### src/rtl/sskc_pkg.sv
// Shared types and constants for the structured sort key comparator.
`timescale 1ns / 1ps
`default_nettype none
package sskc_pkg;

    localparam int QUEUE_DEPTH = 2;
    localparam int QUEUE_PTR_W = $clog2(QUEUE_DEPTH);
    localparam int QUEUE_CNT_W = $clog2(QUEUE_DEPTH + 1);

    localparam logic [1:0] ORDER_EQUAL  = 2'd0;
    localparam logic [1:0] ORDER_AFTER  = 2'd1;
    localparam logic [1:0] ORDER_BEFORE = 2'd2;

    localparam logic [2:0] HDR_FLAGS    = 3'd0;
    localparam logic [2:0] HDR_COUNTS   = 3'd1;
    localparam logic [2:0] HDR_VALUE_LO = 3'd4;
    localparam logic [2:0] HDR_VALUE_HI = 3'd5;

    localparam int          FLAG_STRUCT_BIT = 6;
    localparam logic [5:0]  FLAG_VALUE_MASK = 6'h3F;
    localparam logic [8:0]  LEFT_NEG        = 9'h1FF;

    typedef enum logic [1:0] {
        PH_HEADER = 2'd0,
        PH_LENGTH = 2'd1,
        PH_DATA   = 2'd2
    } phase_t;

    typedef struct packed {
        logic [7:0] first_byte;
        logic [7:0] second_byte;
        logic       last;
    } pair_t;

    typedef struct packed {
        logic       done;
        logic [1:0] verdict;
    } decision_t;

endpackage
`default_nettype wire

### src/rtl/sskc_front.sv
// Front end: accepts byte pairs into a short queue ahead of the compare engine.
`timescale 1ns / 1ps
`default_nettype none
module sskc_front
    import sskc_pkg::*;
(
    input  wire logic       clk,
    input  wire logic       rst_n,
    input  wire logic       in_valid,
    output logic            in_ready,
    input  wire logic [7:0] first_key_byte,
    input  wire logic [7:0] second_key_byte,
    input  wire logic       last_pair,
    output logic            q_valid,
    input  wire logic       q_ready,
    output pair_t           q_item
);

    pair_t                  slot_reg [QUEUE_DEPTH];
    logic [QUEUE_PTR_W-1:0] wr_ptr_reg, wr_ptr_next;
    logic [QUEUE_PTR_W-1:0] rd_ptr_reg, rd_ptr_next;
    logic [QUEUE_CNT_W-1:0] count_reg, count_next;
    logic                   push;
    logic                   pop;
    pair_t                  in_item;

    assign in_ready = (count_reg != QUEUE_CNT_W'(QUEUE_DEPTH));
    assign q_valid  = (count_reg != '0);
    assign q_item   = slot_reg[rd_ptr_reg];
    assign push     = in_valid && in_ready;
    assign pop      = q_valid && q_ready;

    always_comb
    begin
        in_item.first_byte  = first_key_byte;
        in_item.second_byte = second_key_byte;
        in_item.last        = last_pair;
    end

    always_comb
    begin
        wr_ptr_next = wr_ptr_reg;
        rd_ptr_next = rd_ptr_reg;
        count_next  = count_reg;
        if (push)
        begin
            wr_ptr_next = (wr_ptr_reg == QUEUE_PTR_W'(QUEUE_DEPTH - 1)) ? '0 : wr_ptr_reg + 1'b1;
        end
        if (pop)
        begin
            rd_ptr_next = (rd_ptr_reg == QUEUE_PTR_W'(QUEUE_DEPTH - 1)) ? '0 : rd_ptr_reg + 1'b1;
        end
        case ({push, pop})
            2'b10:   count_next = count_reg + 1'b1;
            2'b01:   count_next = count_reg - 1'b1;
            default: count_next = count_reg;
        endcase
    end

    always_ff @(posedge clk or negedge rst_n)
    begin
        if (!rst_n)
        begin
            wr_ptr_reg <= '0;
            rd_ptr_reg <= '0;
            count_reg  <= '0;
        end
        else
        begin
            wr_ptr_reg <= wr_ptr_next;
            rd_ptr_reg <= rd_ptr_next;
            count_reg  <= count_next;
        end
    end

    always_ff @(posedge clk)
    begin
        if (push)
        begin
            slot_reg[wr_ptr_reg] <= in_item;
        end
    end

endmodule
`default_nettype wire

### src/rtl/sskc_back.sv
// Back end: key compare engine and result register.
`timescale 1ns / 1ps
`default_nettype none
module sskc_back
    import sskc_pkg::*;
(
    input  wire logic       clk,
    input  wire logic       rst_n,
    input  wire logic       q_valid,
    output logic            q_ready,
    input  wire pair_t      q_item,
    output logic            out_valid,
    input  wire logic       out_ready,
    output logic [1:0]      order,
    output logic            undecided
);

    logic [2:0]  header_position_reg, header_position_next;
    logic [6:0]  first_flags_reg, first_flags_next;
    logic [5:0]  second_flags_reg, second_flags_next;
    logic [8:0]  first_left_reg, first_left_next;
    logic [8:0]  second_left_reg, second_left_next;
    logic [13:0] first_hv_reg, first_hv_next;
    logic [13:0] second_hv_reg, second_hv_next;
    logic [7:0]  first_len_reg, first_len_next;
    logic [7:0]  second_len_reg, second_len_next;
    logic [7:0]  to_compare_reg, to_compare_next;
    phase_t      phase_reg, phase_next;
    logic        ready_reg, ready_next;
    logic [1:0]  verdict_reg, verdict_next;

    logic        out_valid_reg, out_valid_next;
    logic [1:0]  order_reg, order_next;
    logic        undecided_reg, undecided_next;

    logic        pop;
    logic [7:0]  a;
    logic [7:0]  b;
    decision_t   dec;
    logic [7:0]  dec_count;

    function automatic decision_t check_counts(
        input logic [8:0]  left_f,
        input logic [8:0]  left_s,
        input logic        structured,
        input logic [13:0] hv_f,
        input logic [13:0] hv_s,
        input logic [5:0]  fl_f,
        input logic [5:0]  fl_s
    );
        decision_t d;
        d.done    = 1'b1;
        d.verdict = ORDER_EQUAL;
        if (left_f == '0)
        begin
            if (left_s != '0)
            begin
                d.verdict = ORDER_BEFORE;
            end
            else if (!structured)
            begin
                d.verdict = ORDER_EQUAL;
            end
            else if (hv_f < hv_s)
            begin
                d.verdict = ORDER_BEFORE;
            end
            else if (hv_f > hv_s)
            begin
                d.verdict = ORDER_AFTER;
            end
            else if (fl_f < fl_s)
            begin
                d.verdict = ORDER_BEFORE;
            end
            else
            begin
                d.verdict = ORDER_AFTER;
            end
        end
        else if (left_s == '0)
        begin
            d.verdict = ORDER_AFTER;
        end
        else
        begin
            d.done = 1'b0;
        end
        return d;
    endfunction

    function automatic logic [8:0] take_count(input logic [8:0] left, input logic [7:0] len);
        logic [8:0] need;
        need = {1'b0, len} + 9'd1;
        if (left == LEFT_NEG || left < need)
        begin
            return LEFT_NEG;
        end
        return left - need;
    endfunction

    function automatic decision_t end_of_part(
        input logic [7:0]  len_f,
        input logic [7:0]  len_s,
        input decision_t   counts
    );
        decision_t d;
        d.done    = 1'b1;
        d.verdict = ORDER_EQUAL;
        if (len_f > len_s)
        begin
            d.verdict = ORDER_AFTER;
        end
        else if (len_f < len_s)
        begin
            d.verdict = ORDER_BEFORE;
        end
        else
        begin
            d = counts;
        end
        return d;
    endfunction

    assign a       = q_item.first_byte;
    assign b       = q_item.second_byte;
    assign q_ready = !q_item.last || !out_valid_reg || out_ready;
    assign pop     = q_valid && q_ready;

    assign out_valid = out_valid_reg;
    assign order     = order_reg;
    assign undecided = undecided_reg;

    always_comb
    begin
        header_position_next = header_position_reg;
        first_flags_next     = first_flags_reg;
        second_flags_next    = second_flags_reg;
        first_left_next      = first_left_reg;
        second_left_next     = second_left_reg;
        first_hv_next        = first_hv_reg;
        second_hv_next       = second_hv_reg;
        first_len_next       = first_len_reg;
        second_len_next      = second_len_reg;
        to_compare_next      = to_compare_reg;
        phase_next           = phase_reg;
        ready_next           = ready_reg;
        verdict_next         = verdict_reg;
        dec                  = '0;
        dec_count            = '0;
        out_valid_next       = out_valid_reg && !out_ready;
        order_next           = order_reg;
        undecided_next       = undecided_reg;

        if (pop)
        begin
            if (!ready_reg)
            begin
                case (phase_reg)
                    PH_HEADER:
                    begin
                        case (header_position_reg)
                            HDR_FLAGS:
                            begin
                                first_flags_next  = a[6:0];
                                second_flags_next = a[5:0] & '0 | b[5:0];
                            end
                            HDR_COUNTS:
                            begin
                                first_left_next  = {1'b0, a};
                                second_left_next = {1'b0, b};
                                if ((a == '0) != (b == '0))
                                begin
                                    ready_next   = 1'b1;
                                    verdict_next = (a == '0) ? ORDER_BEFORE : ORDER_AFTER;
                                end
                                else if (a == '0 && !first_flags_reg[FLAG_STRUCT_BIT])
                                begin
                                    ready_next   = 1'b1;
                                    verdict_next = ORDER_EQUAL;
                                end
                            end
                            HDR_VALUE_LO:
                            begin
                                first_hv_next  = {6'd0, a};
                                second_hv_next = {6'd0, b};
                            end
                            HDR_VALUE_HI:
                            begin
                                first_hv_next  = {a[5:0], first_hv_reg[7:0]};
                                second_hv_next = {b[5:0], second_hv_reg[7:0]};
                                dec = check_counts(first_left_reg, second_left_reg,
                                                   first_flags_reg[FLAG_STRUCT_BIT],
                                                   {a[5:0], first_hv_reg[7:0]},
                                                   {b[5:0], second_hv_reg[7:0]},
                                                   first_flags_reg[5:0] & FLAG_VALUE_MASK,
                                                   second_flags_reg & FLAG_VALUE_MASK);
                                ready_next   = dec.done;
                                verdict_next = dec.done ? dec.verdict : verdict_reg;
                                if (!dec.done)
                                begin
                                    phase_next = PH_LENGTH;
                                end
                            end
                            default:
                            begin
                            end
                        endcase
                        if (header_position_reg < HDR_VALUE_HI)
                        begin
                            header_position_next = header_position_reg + 3'd1;
                        end
                    end
                    PH_LENGTH:
                    begin
                        first_len_next   = a;
                        second_len_next  = b;
                        first_left_next  = take_count(first_left_reg, a);
                        second_left_next = take_count(second_left_reg, b);
                        dec_count        = (a < b) ? a : b;
                        to_compare_next  = dec_count;
                        if (dec_count == '0)
                        begin
                            dec = end_of_part(a, b,
                                      check_counts(first_left_next, second_left_next,
                                                   first_flags_reg[FLAG_STRUCT_BIT],
                                                   first_hv_reg, second_hv_reg,
                                                   first_flags_reg[5:0] & FLAG_VALUE_MASK,
                                                   second_flags_reg & FLAG_VALUE_MASK));
                            ready_next   = dec.done;
                            verdict_next = dec.done ? dec.verdict : verdict_reg;
                        end
                        else
                        begin
                            phase_next = PH_DATA;
                        end
                    end
                    PH_DATA:
                    begin
                        if (a > b)
                        begin
                            ready_next   = 1'b1;
                            verdict_next = ORDER_AFTER;
                        end
                        else if (a < b)
                        begin
                            ready_next   = 1'b1;
                            verdict_next = ORDER_BEFORE;
                        end
                        else
                        begin
                            dec_count       = to_compare_reg - 8'd1;
                            to_compare_next = dec_count;
                            if (dec_count == '0)
                            begin
                                dec = end_of_part(first_len_reg, second_len_reg,
                                          check_counts(first_left_reg, second_left_reg,
                                                       first_flags_reg[FLAG_STRUCT_BIT],
                                                       first_hv_reg, second_hv_reg,
                                                       first_flags_reg[5:0] & FLAG_VALUE_MASK,
                                                       second_flags_reg & FLAG_VALUE_MASK));
                                ready_next   = dec.done;
                                verdict_next = dec.done ? dec.verdict : verdict_reg;
                                if (!dec.done)
                                begin
                                    phase_next = PH_LENGTH;
                                end
                            end
                        end
                    end
                    default:
                    begin
                    end
                endcase
            end

            if (q_item.last)
            begin
                out_valid_next = 1'b1;
                order_next     = ready_next ? verdict_next : ORDER_EQUAL;
                undecided_next = !ready_next;

                header_position_next = '0;
                first_flags_next     = '0;
                second_flags_next    = '0;
                first_left_next      = '0;
                second_left_next     = '0;
                first_hv_next        = '0;
                second_hv_next       = '0;
                first_len_next       = '0;
                second_len_next      = '0;
                to_compare_next      = '0;
                phase_next           = PH_HEADER;
                ready_next           = 1'b0;
                verdict_next         = ORDER_EQUAL;
            end
        end
    end

    always_ff @(posedge clk or negedge rst_n)
    begin
        if (!rst_n)
        begin
            header_position_reg <= '0;
            first_flags_reg     <= '0;
            second_flags_reg    <= '0;
            first_left_reg      <= '0;
            second_left_reg     <= '0;
            first_hv_reg        <= '0;
            second_hv_reg       <= '0;
            first_len_reg       <= '0;
            second_len_reg      <= '0;
            to_compare_reg      <= '0;
            phase_reg           <= PH_HEADER;
            ready_reg           <= 1'b0;
            verdict_reg         <= ORDER_EQUAL;
            out_valid_reg       <= 1'b0;
        end
        else
        begin
            header_position_reg <= header_position_next;
            first_flags_reg     <= first_flags_next;
            second_flags_reg    <= second_flags_next;
            first_left_reg      <= first_left_next;
            second_left_reg     <= second_left_next;
            first_hv_reg        <= first_hv_next;
            second_hv_reg       <= second_hv_next;
            first_len_reg       <= first_len_next;
            second_len_reg      <= second_len_next;
            to_compare_reg      <= to_compare_next;
            phase_reg           <= phase_next;
            ready_reg           <= ready_next;
            verdict_reg         <= verdict_next;
            out_valid_reg       <= out_valid_next;
        end
    end

    always_ff @(posedge clk)
    begin
        order_reg     <= order_next;
        undecided_reg <= undecided_next;
    end

endmodule
`default_nettype wire

### src/rtl/structured_sort_key_compare_core.sv
// Structured sort key comparator: two keys streamed byte pair by byte pair.
// Usage:
//   Input channel (in_valid/in_ready) carries one byte of each key per transfer,
//   starting at header byte 0; last_pair marks the final pair of a comparison.
//   Output channel (out_valid/out_ready) carries one result per comparison:
//   order (0 equal, 1 first after second, 2 first before second) and
//   undecided (stream ended before a verdict; order is 0 then).
//   Throughput: one pair per cycle while the receiver takes results; nothing iterates.
//   Result path: the pair is written into the two-entry input queue at the
//   transfer edge and the compare engine loads the result register when it
//   takes the pair from the queue.
//   Receiver stall: the queue keeps accepting pairs; only a last pair waits in
//   the queue while a previous result is still pending, so the input stalls
//   once the queue is full.
//   Reset: queue empties, no result is pending, comparison state returns to
//   the header phase; pairs are accepted as soon as reset is released.
`timescale 1ns / 1ps
`default_nettype none
module structured_sort_key_compare_core
    import sskc_pkg::*;
(
    input  wire logic       clk,
    input  wire logic       rst_n,
    input  wire logic       in_valid,
    output logic            in_ready,
    input  wire logic [7:0] first_key_byte,
    input  wire logic [7:0] second_key_byte,
    input  wire logic       last_pair,
    output logic            out_valid,
    input  wire logic       out_ready,
    output logic [1:0]      order,
    output logic            undecided
);

    logic  q_valid;
    logic  q_ready;
    pair_t q_item;

    sskc_front u_front (
        .clk             (clk),
        .rst_n           (rst_n),
        .in_valid        (in_valid),
        .in_ready        (in_ready),
        .first_key_byte  (first_key_byte),
        .second_key_byte (second_key_byte),
        .last_pair       (last_pair),
        .q_valid         (q_valid),
        .q_ready         (q_ready),
        .q_item          (q_item)
    );

    sskc_back u_back (
        .clk       (clk),
        .rst_n     (rst_n),
        .q_valid   (q_valid),
        .q_ready   (q_ready),
        .q_item    (q_item),
        .out_valid (out_valid),
        .out_ready (out_ready),
        .order     (order),
        .undecided (undecided)
    );

    a_undecided_equal: assert property (@(posedge clk) disable iff (!rst_n)
        out_valid && undecided |-> order == ORDER_EQUAL)
        else $error("undecided result with nonzero order");

    a_stall_only_full: assert property (@(posedge clk) disable iff (!rst_n)
        !in_ready |-> q_valid)
        else $error("input stalled with empty queue");

    a_result_from_last: assert property (@(posedge clk) disable iff (!rst_n)
        $rose(out_valid) |-> $past(q_valid && q_ready && q_item.last))
        else $error("result without a last pair transfer");

    a_non_last_flows: assert property (@(posedge clk) disable iff (!rst_n)
        q_valid && !q_item.last |-> q_ready)
        else $error("engine stalled on a non-last pair");

endmodule
`default_nettype wire
### config.mk
export PLATFORM = sky130hd
export DESIGN_NAME = structured_sort_key_compare_core
export DESIGN_NICKNAME = d
export VERILOG_FILES = /design/src/rtl/sskc_pkg.sv /design/src/rtl/sskc_front.sv /design/src/rtl/sskc_back.sv /design/src/rtl/structured_sort_key_compare_core.sv
export SDC_FILE = /design/constraint.sdc
export NUM_CORES = 1
export LEC_CHECK = 0
export BUFFER_PORTS_ARGS = -buffer_cell sky130_fd_sc_hd__buf_2
export CAP_MARGIN = 15
export CORE_ASPECT_RATIO = 1.5
export CORE_MARGIN = 10
export CORE_UTILIZATION = 59
export CTS_BUF_LIST = sky130_fd_sc_hd__clkbuf_8
export CTS_CLUSTER_DIAMETER = 30
export DETAILED_ROUTE_END_ITERATION = 12
export MAX_ROUTING_LAYER = met4
export PLACE_DENSITY_LB_ADDON = 0.05
export SETUP_SLACK_MARGIN = 0.15
export SLEW_MARGIN = 0
export SYNTH_ARGS = -nofsm -noshare
export SYNTH_HDL_FRONTEND = slang
export SYNTH_SLANG_ARGS = --single-unit
### constraint.sdc
create_clock -name clk -period 3.95 [get_ports clk]
set_input_delay 0.395 -clock clk [delete_from_list [all_inputs] [get_ports clk]]
set_output_delay 0.395 -clock clk [all_outputs]
set_load 0.05 [all_outputs]
* Word level (Yosys, flattened, before mapping)
Memory sizes are Yosys's and may differ from the RTL's. Index checks and enable logic that the tools add are counted.
Storage, ports and cells: memory bits (read-only) 0, memory bits (writable) 34, bits in registers 99, memories kept 1, logic and storage cells 251, latch bits 0, output and inout port bits 5
Memories:
- u_front.slot_reg | words 2, width 17, rd ports 1, clocked after memory_dff 0, write ports 1, RTL line sskc_front.sv:19 | pair_t slot_reg [QUEUE_DEPTH];
Operators by class: equality and inequality tests 21, multiply operators 0, bitwise operators 0, shifts and indexed selects 0, reductions and logical operators 45, $lt $le $gt $ge 12, divide/modulo/power cells 0, add/subtract/negate cells 10, multiplexer cells 141
Operator list (count):
- $mux 9 | 16
- $mux 8 | 11
- $mux 14 | 6
- $mux 2 | 38
- $pmux 14 s2 | 2
- $mux 1 | 47
- $logic_not 9->1 | 4
- $pmux 9 s2 | 2
- $logic_not 8->1 | 4
- $gt 14x14->1 | 2
- $lt 14x14->1 | 2
- $mux 7 | 4
- $mux 6 | 4
- $ne 3x2->1 const B | 7
- $add 8x1->9 const B | 2
- $eq 9x9->1 const B | 2
- $lt 9x9->1 | 2
- $reduce_bool 9->1 | 2
- $sub 9x9->9 | 2
- $gt 8x8->1 | 2
- $lt 8x8->1 | 2
- $pmux 8 s2 | 1
- $reduce_and 4->1 | 4
- $reduce_bool 2->1 | 7
- 31 further kinds | 54

* Longest topological paths before layout
An unclocked memory read counts as a cell.
depth in word-level cells 26, depth in mapped cells 18, mapped depth without buffers 15

* Cells and area by module
Synthesis repeated with hierarchy kept, for this count alone.
Unflattened totals: cells, all modules 933, area, all modules 8493.1 µm²
Modules (own cells, without submodules):
- sskc_back | area an instance 7063.0 µm², cells each 863, times used 1
- sskc_front | area an instance 1430.1 µm², cells each 70, times used 1

* Worst setup path after synthesis
Ideal clock, no wire load.
kind register -> register, start reg u_front.rd_ptr_reg, end reg u_back.order_reg[1], in the netlist u_back.order[1] (data pin), cell stages (with the launch flop) 19, arrival time 3.820 ns, path slack -0.142 ns, path buffers 4, clock period less this slack 4.092 ns, path through dfrtp_1 buf_6 buf_8 buf_6 mux2i_2 clkbuf_1 nor4_1 nand2_1 xnor2_1 ha_1 and3_1 a221oi_1 a21boi_1 a211oi_1 nor3b_1 and3_1 or4_4 a21oi_4 a211oi_1
Between the ends: cells in the longest elaborated chain, start to end 25
Ends and longest elaborated chain:
- start: declaration | RTL line sskc_front.sv:21 | logic [QUEUE_PTR_W-1:0] rd_ptr_reg, rd_ptr_next;
- start signal: assignment | RTL line sskc_front.sv:71 | rd_ptr_reg <= rd_ptr_next;
- $mem_v2 2x17 *
- $add 8x1->9 | RTL line sskc_back.sv:94 | need = {1'b0, len} + 9'd1;
- $lt 9x9->1 | RTL line sskc_back.sv:95 | if (left == LEFT_NEG || left < need)
- $logic_or 1x1->1 | RTL line sskc_back.sv:95
- $mux 1 | RTL line sskc_back.sv:95
- $mux 1 | RTL line sskc_back.sv:159 | case (phase_reg)
- $mux 1 | RTL line sskc_back.sv:157 | if (!ready_reg)
- $mux 1 | RTL line sskc_back.sv:155 | if (pop)
- [9 not listed]
- $mux 1 | RTL line sskc_back.sv:222 | if (dec_count == '0)
- $mux 1 | RTL line sskc_back.sv:159
- $mux 1 | RTL line sskc_back.sv:157
- $mux 1 | RTL line sskc_back.sv:155
- $mux 2 / $mux 1 (equally long branches) | RTL line sskc_back.sv:231, sskc_back.sv:222
- $mux 2 / $pmux 1 s3 (equally long branches) | RTL line sskc_back.sv:222, sskc_back.sv:159
- $pmux 2 s3 / $mux 1 (equally long branches) | RTL line sskc_back.sv:159, sskc_back.sv:157
- $mux 2 / $mux 1 (equally long branches) | RTL line sskc_back.sv:157, sskc_back.sv:155
- end signal: assignment | RTL line sskc_back.sv:340 | order_reg <= order_next;
- end: declaration | RTL line sskc_back.sv:33 | logic [1:0] order_reg, order_next;
Every way passes the cells marked *; elsewhere a longest branch is shown, timed or not. The select of a mux whose other input is x is not followed. A chain may end at the register's enable or synchronous reset.

* Final worst setup path
start reg u_front.rd_ptr_reg, end reg u_back.order_reg[0], in the netlist u_back.order[0] (data pin)
The elaborated chain is that of the path after synthesis.

==> impl.org <==
** Run status
- Run status :: finished, violations left
- The checks that failed: negative setup slack.

** Yosys
- The most used flip-flop cell after synthesis is dfrtp_1.
- Fraction of synthesis flops using an asynchronous set or reset pin :: 0.7218
- Counting every net in the synthesized netlist gives 996.
- nand2_1 is the most common cell in the netlist.
- Synthesized area divided by synthesized cell count :: 9.316 µm²
- For this run, the register share of the synthesized area comes to 0.4149.
- Fraction of post-synthesis cell area in the top cell type by area :: 0.2837
- Synthesis handed over a netlist of around 910 instances.
- The commonest cells after synthesis are nand2_1, dfrtp_1, o21ai_0.
- Library cell with the largest summed area after synthesis :: dfrtp_1
- The synthesized netlist occupies a cell area of 8468 µm².
- During synthesis, Yosys emitted a total of 0 warnings.
- Synthesized flop and latch total :: 133
- Synth top area cells :: dfrtp_1, edfxtp_1, ha_1
- Distinct cells, synth :: 72
- Post-synth EDFFs :: 37

** Power and ir drop
- For this design the static power due to leakage is 4.408 nW.
- Of the total power, combinational logic draws 0.660.
- Internal power comes to 5.021 mW.
- Power Dens Cells :: roughly 950 nW/µm²
- IR analysis of the VDD net gives a maximum drop of 0.6043 mV.
- Psw :: roughly 4.9 mW
- Of the total power, registers draw 0.225.
- The share of total power dissipated in the clock network is 0.115.
- Power comes to 9.879 mW.
- Of the total power, the share spent switching nets is 0.4917.

** Timing
- Max Fclk :: between 0.2 and 0.25 GHz
- Final setup skew :: 16.80 ps
- After routing, the total negative slack on setup checks comes to -289.0 ps.
- Fin. Hold Viols :: 0
- After layout, the worst setup slack is -104.7 ps.
- Max-slew headroom :: 0.2562
- For the finished layout, the period the worst path requires is 4055 ps.
- For the pin with the worst max-slew slack, the measured transition is 1116 ps.
- Period utilisation layout :: 1.027
- Max Slew Vio Count :: 0
- Setup violations remaining at the end of the flow were counted as 4.
- Setup repair after global routing could not meet its margin everywhere.

** Worst setup path
- Cells traversed along the worst timing path :: buf_6, buf_8, mux2i_4, nor2_1, nand3_1, xnor2_2, ha_1, a21o_1, a221oi_4, a21boi_2, a211oi_2, nor3b_2, and3_4, or3_4, a211oi_4, a211oi_2
- Max Fanout on Critical Path :: 5
- FF-to-FF End :: u_back.order[0]
- For this run, the slowest stage of the critical path takes roughly 440 ps.
- The worst setup path is of the flop to flop kind.
- Among the stages of the critical path, the cell type that occurs most often is a211oi_2.
- Worst reg2reg path depth :: 16
- The worst setup path is captured at a flop.
- Data on the critical path arrives at its endpoint at 4250 ps.
- In this run the critical register-to-register path is launched from u_front.rd_ptr_reg.
- Type of element launching the critical path :: flop
- Flop2flop setup slack :: -100 ps
- Data on the critical path is required at its endpoint by slightly above 4000 ps.
- Worst path slowest cell :: dfrtp_1

** Die
- Die span in y :: 166.7 µm
- After floorplanning, the core was divided into 53 placement rows.
- Die X :: 117.8 µm
- The floorplan step defined a die boundary enclosing 19640 µm².
- The total area inside the core boundary comes to 14060 µm².
- The initial utilization of the core area, before any placement, comes to 0.6023.
- I/O pin count :: 26

** Clocking
- CTS tree :: yes
- The H-tree was split into 4 levels.
- The clock passes through at most 2 buffers.
- After clock tree synthesis, the clock-pin slew on the worst setup and hold paths is 100 ps.
- TritonCTS created 17 clock buffers.
- Num Clock Sinks :: 133
- The tree is rooted in a clkbuf_8.
- At the later pin of the worst-skew pair, clock insertion delay measures 470 ps.

** Placed design
- The congestion estimate from routability-driven global placement came to approximately 1.
- The wire-length estimate of the detail-placed layout is 18470 µm.
- Input and output buffers added on the ports amount to 25.

** Finish
- The register with the most flip-flops in the layout has 34 of them.
- 0 antenna diodes ended up in the layout.
- Fraction of final layout cells sized beyond drive strength 1 :: 0.2461
- Synth-to-layout area growth :: 22.18%
- Nets :: 1102

** Detailed routing
- Once detail routing completed, the nets flagged for antenna violations numbered 0.
- Total number of vias :: 7738
- Iteration-0 DRC count of the detailed router :: 847
- Dividing the detail-routed via count by the number of cells gives about 6.3.
- After detailed routing, the average wire length per cell comes to 21.43 µm.
- Number of remaining DRC errors :: 0
- The pre-antenna-repair detailed-routing pass consisted of 5 iterations.
- Total detailed-routing wirelength :: 26140 µm

** Min path
- The min-delay analysis places its worst path in the category primary input to async pin.

** Global route
- Entering global routing, the biggest net connects 70 pins.
- GRT overflow :: 0
- Global-route wire length before repair :: 40780 µm
- The initial antenna violation count is 0.
- The via count of the first global-routing pass is 7812.
- Total routing usage reported by global routing :: 0.2674

** Flow run
- Across the run, the number of max-cap violations was 0.
==> routing by layer <==
layer / vias to the layer above / part of all wire / track usage
met2: 336 / 0.50 / 0.4558
met5: - / 0 / -
li1: 3527 / - / -
met3: 146 / 0.056 / 0.04027
met1: 3729 / 0.37 / 0.2861
met4: 0 / 0.068 / 0.1672
==> critical path, delay by kind of cell (launching register included) <==
| kind | cells | cell delay (ps) |
|---|---|---|
| fa+ha+maj | 1 | 330 |
| flops | 1 | 440 |
| simple gates | 5 | 1050 |
| xor+xnor | 1 | 170 |
| compound gates | 6 | 1290 |
| mux | 1 | 210 |
| buf+inv | 2 | 310 |
==> cell type report <==
cell class              count  area (µm²)
multi-input cells         679        5022
fillers                  1067        3712
flip-flops and latches    133        3513
repair buffers            126       960.9
well taps                 192       240.2
clock buffers              17       234.0
inverters                  58       217.7
clock inverters            15       157.7
==> cells by family (layout without fill, tap and decap cells) <==
group                      count (synthesis)  after routing  synth area share
and+or+nand+nor                          308            308            0.1761
AOI/OAI and AO/OA                        246            246            0.1888
DFF                                      133            133            0.4149
buffers and inverters                     97            216           0.04669
adders and majority gates                 66             66           0.09929
xor gates and xnor gates                  33             33           0.03413
muxes                                     26             26           0.04004
==> stage by stage <==
step | worst slack [ps] | cell area [µm²] | hold slack, ps | util | instances
2_1_floorplan | 124.2 | 8521 | 99.41 | - | 909
3_3_place_gp | -92.32 | 9325 | 461.4 | 0.6633 | 1168
3_5_place_dp | -192.6 | 9325 | 467.2 | 0.6633 | 1168
4_1_cts | 23.07 | 10060 | 67.50 | 0.7153 | 1209
5_1_grt | -200.3 | 10350 | 92.83 | 0.7359 | 1220
6_report | -104.7 | 10350 | 19.44 | 0.7359 | 1220
==> worst max-delay path by stage <==
stage	endpoint	cells past startpoint	from
2_1_floorplan	u_back.order[1]	17	u_front.rd_ptr_reg
6_report	u_back.order[0]	16	u_front.rd_ptr_reg
3_5_place_dp	u_back.order[1]	15	u_front.rd_ptr_reg
4_1_cts	u_back.order[0]	16	u_front.rd_ptr_reg
5_1_grt	u_back.order[0]	17	u_front.rd_ptr_reg
3_3_place_gp	u_back.order[1]	15	u_front.rd_ptr_reg
==> timing repair <==
item | in CTS | in global routing
hold endpoints to repair | 0 | 0
buffers inserted | 9 | 11
pin swaps | 20 | 29
hold buffers | 0 | 0
endpoints found under the setup margin | 5 | 15
resized for setup | 54 | 41
==> power by group through the flow <==
stage / Sequential [mW] / Clock [mW] / Combinational (mW)
finish: 2.22 / 1.14 / 6.52
global route: 2.26 / 1.21 / 7.08
CTS: 2.21 / 1.15 / 6.09
detailed placement: 2.22 / 0 / 5.65
global placement: 2.20 / 0 / 5.53
floorplan: 2.13 / 0 / 3.72
==> cells in the final DEF (no fill, tap or decap), types with 8 or more instances in the layout <==
master | synthesis | layout
inv_1 | 55 | 53
a21oi_1 | 46 | 39
xnor2_1 | 18 | 14
a221o_1 | 10 | 10
nand3_1 | 28 | 27
dfrtp_1 | 96 | 96
nand4_1 | 16 | 16
buf_2 | 4 | 24
xor2_1 | 15 | 14
mux2i_4 | 5 | 10
nor4_1 | 11 | 9
nand2b_1 | 12 | 12
and3_1 | 10 | 8
a31oi_1 | 10 | 9
clkbuf_8 | 0 | 17
ha_1 | 64 | 57
o21ai_0 | 79 | 78
buf_6 | 2 | 18
nor2_1 | 58 | 54
buf_4 | 0 | 83
edfxtp_1 | 37 | 37
o31ai_1 | 35 | 34
nand2_1 | 113 | 110
nor3_1 | 18 | 15
(Power assumes the default switching activity.)
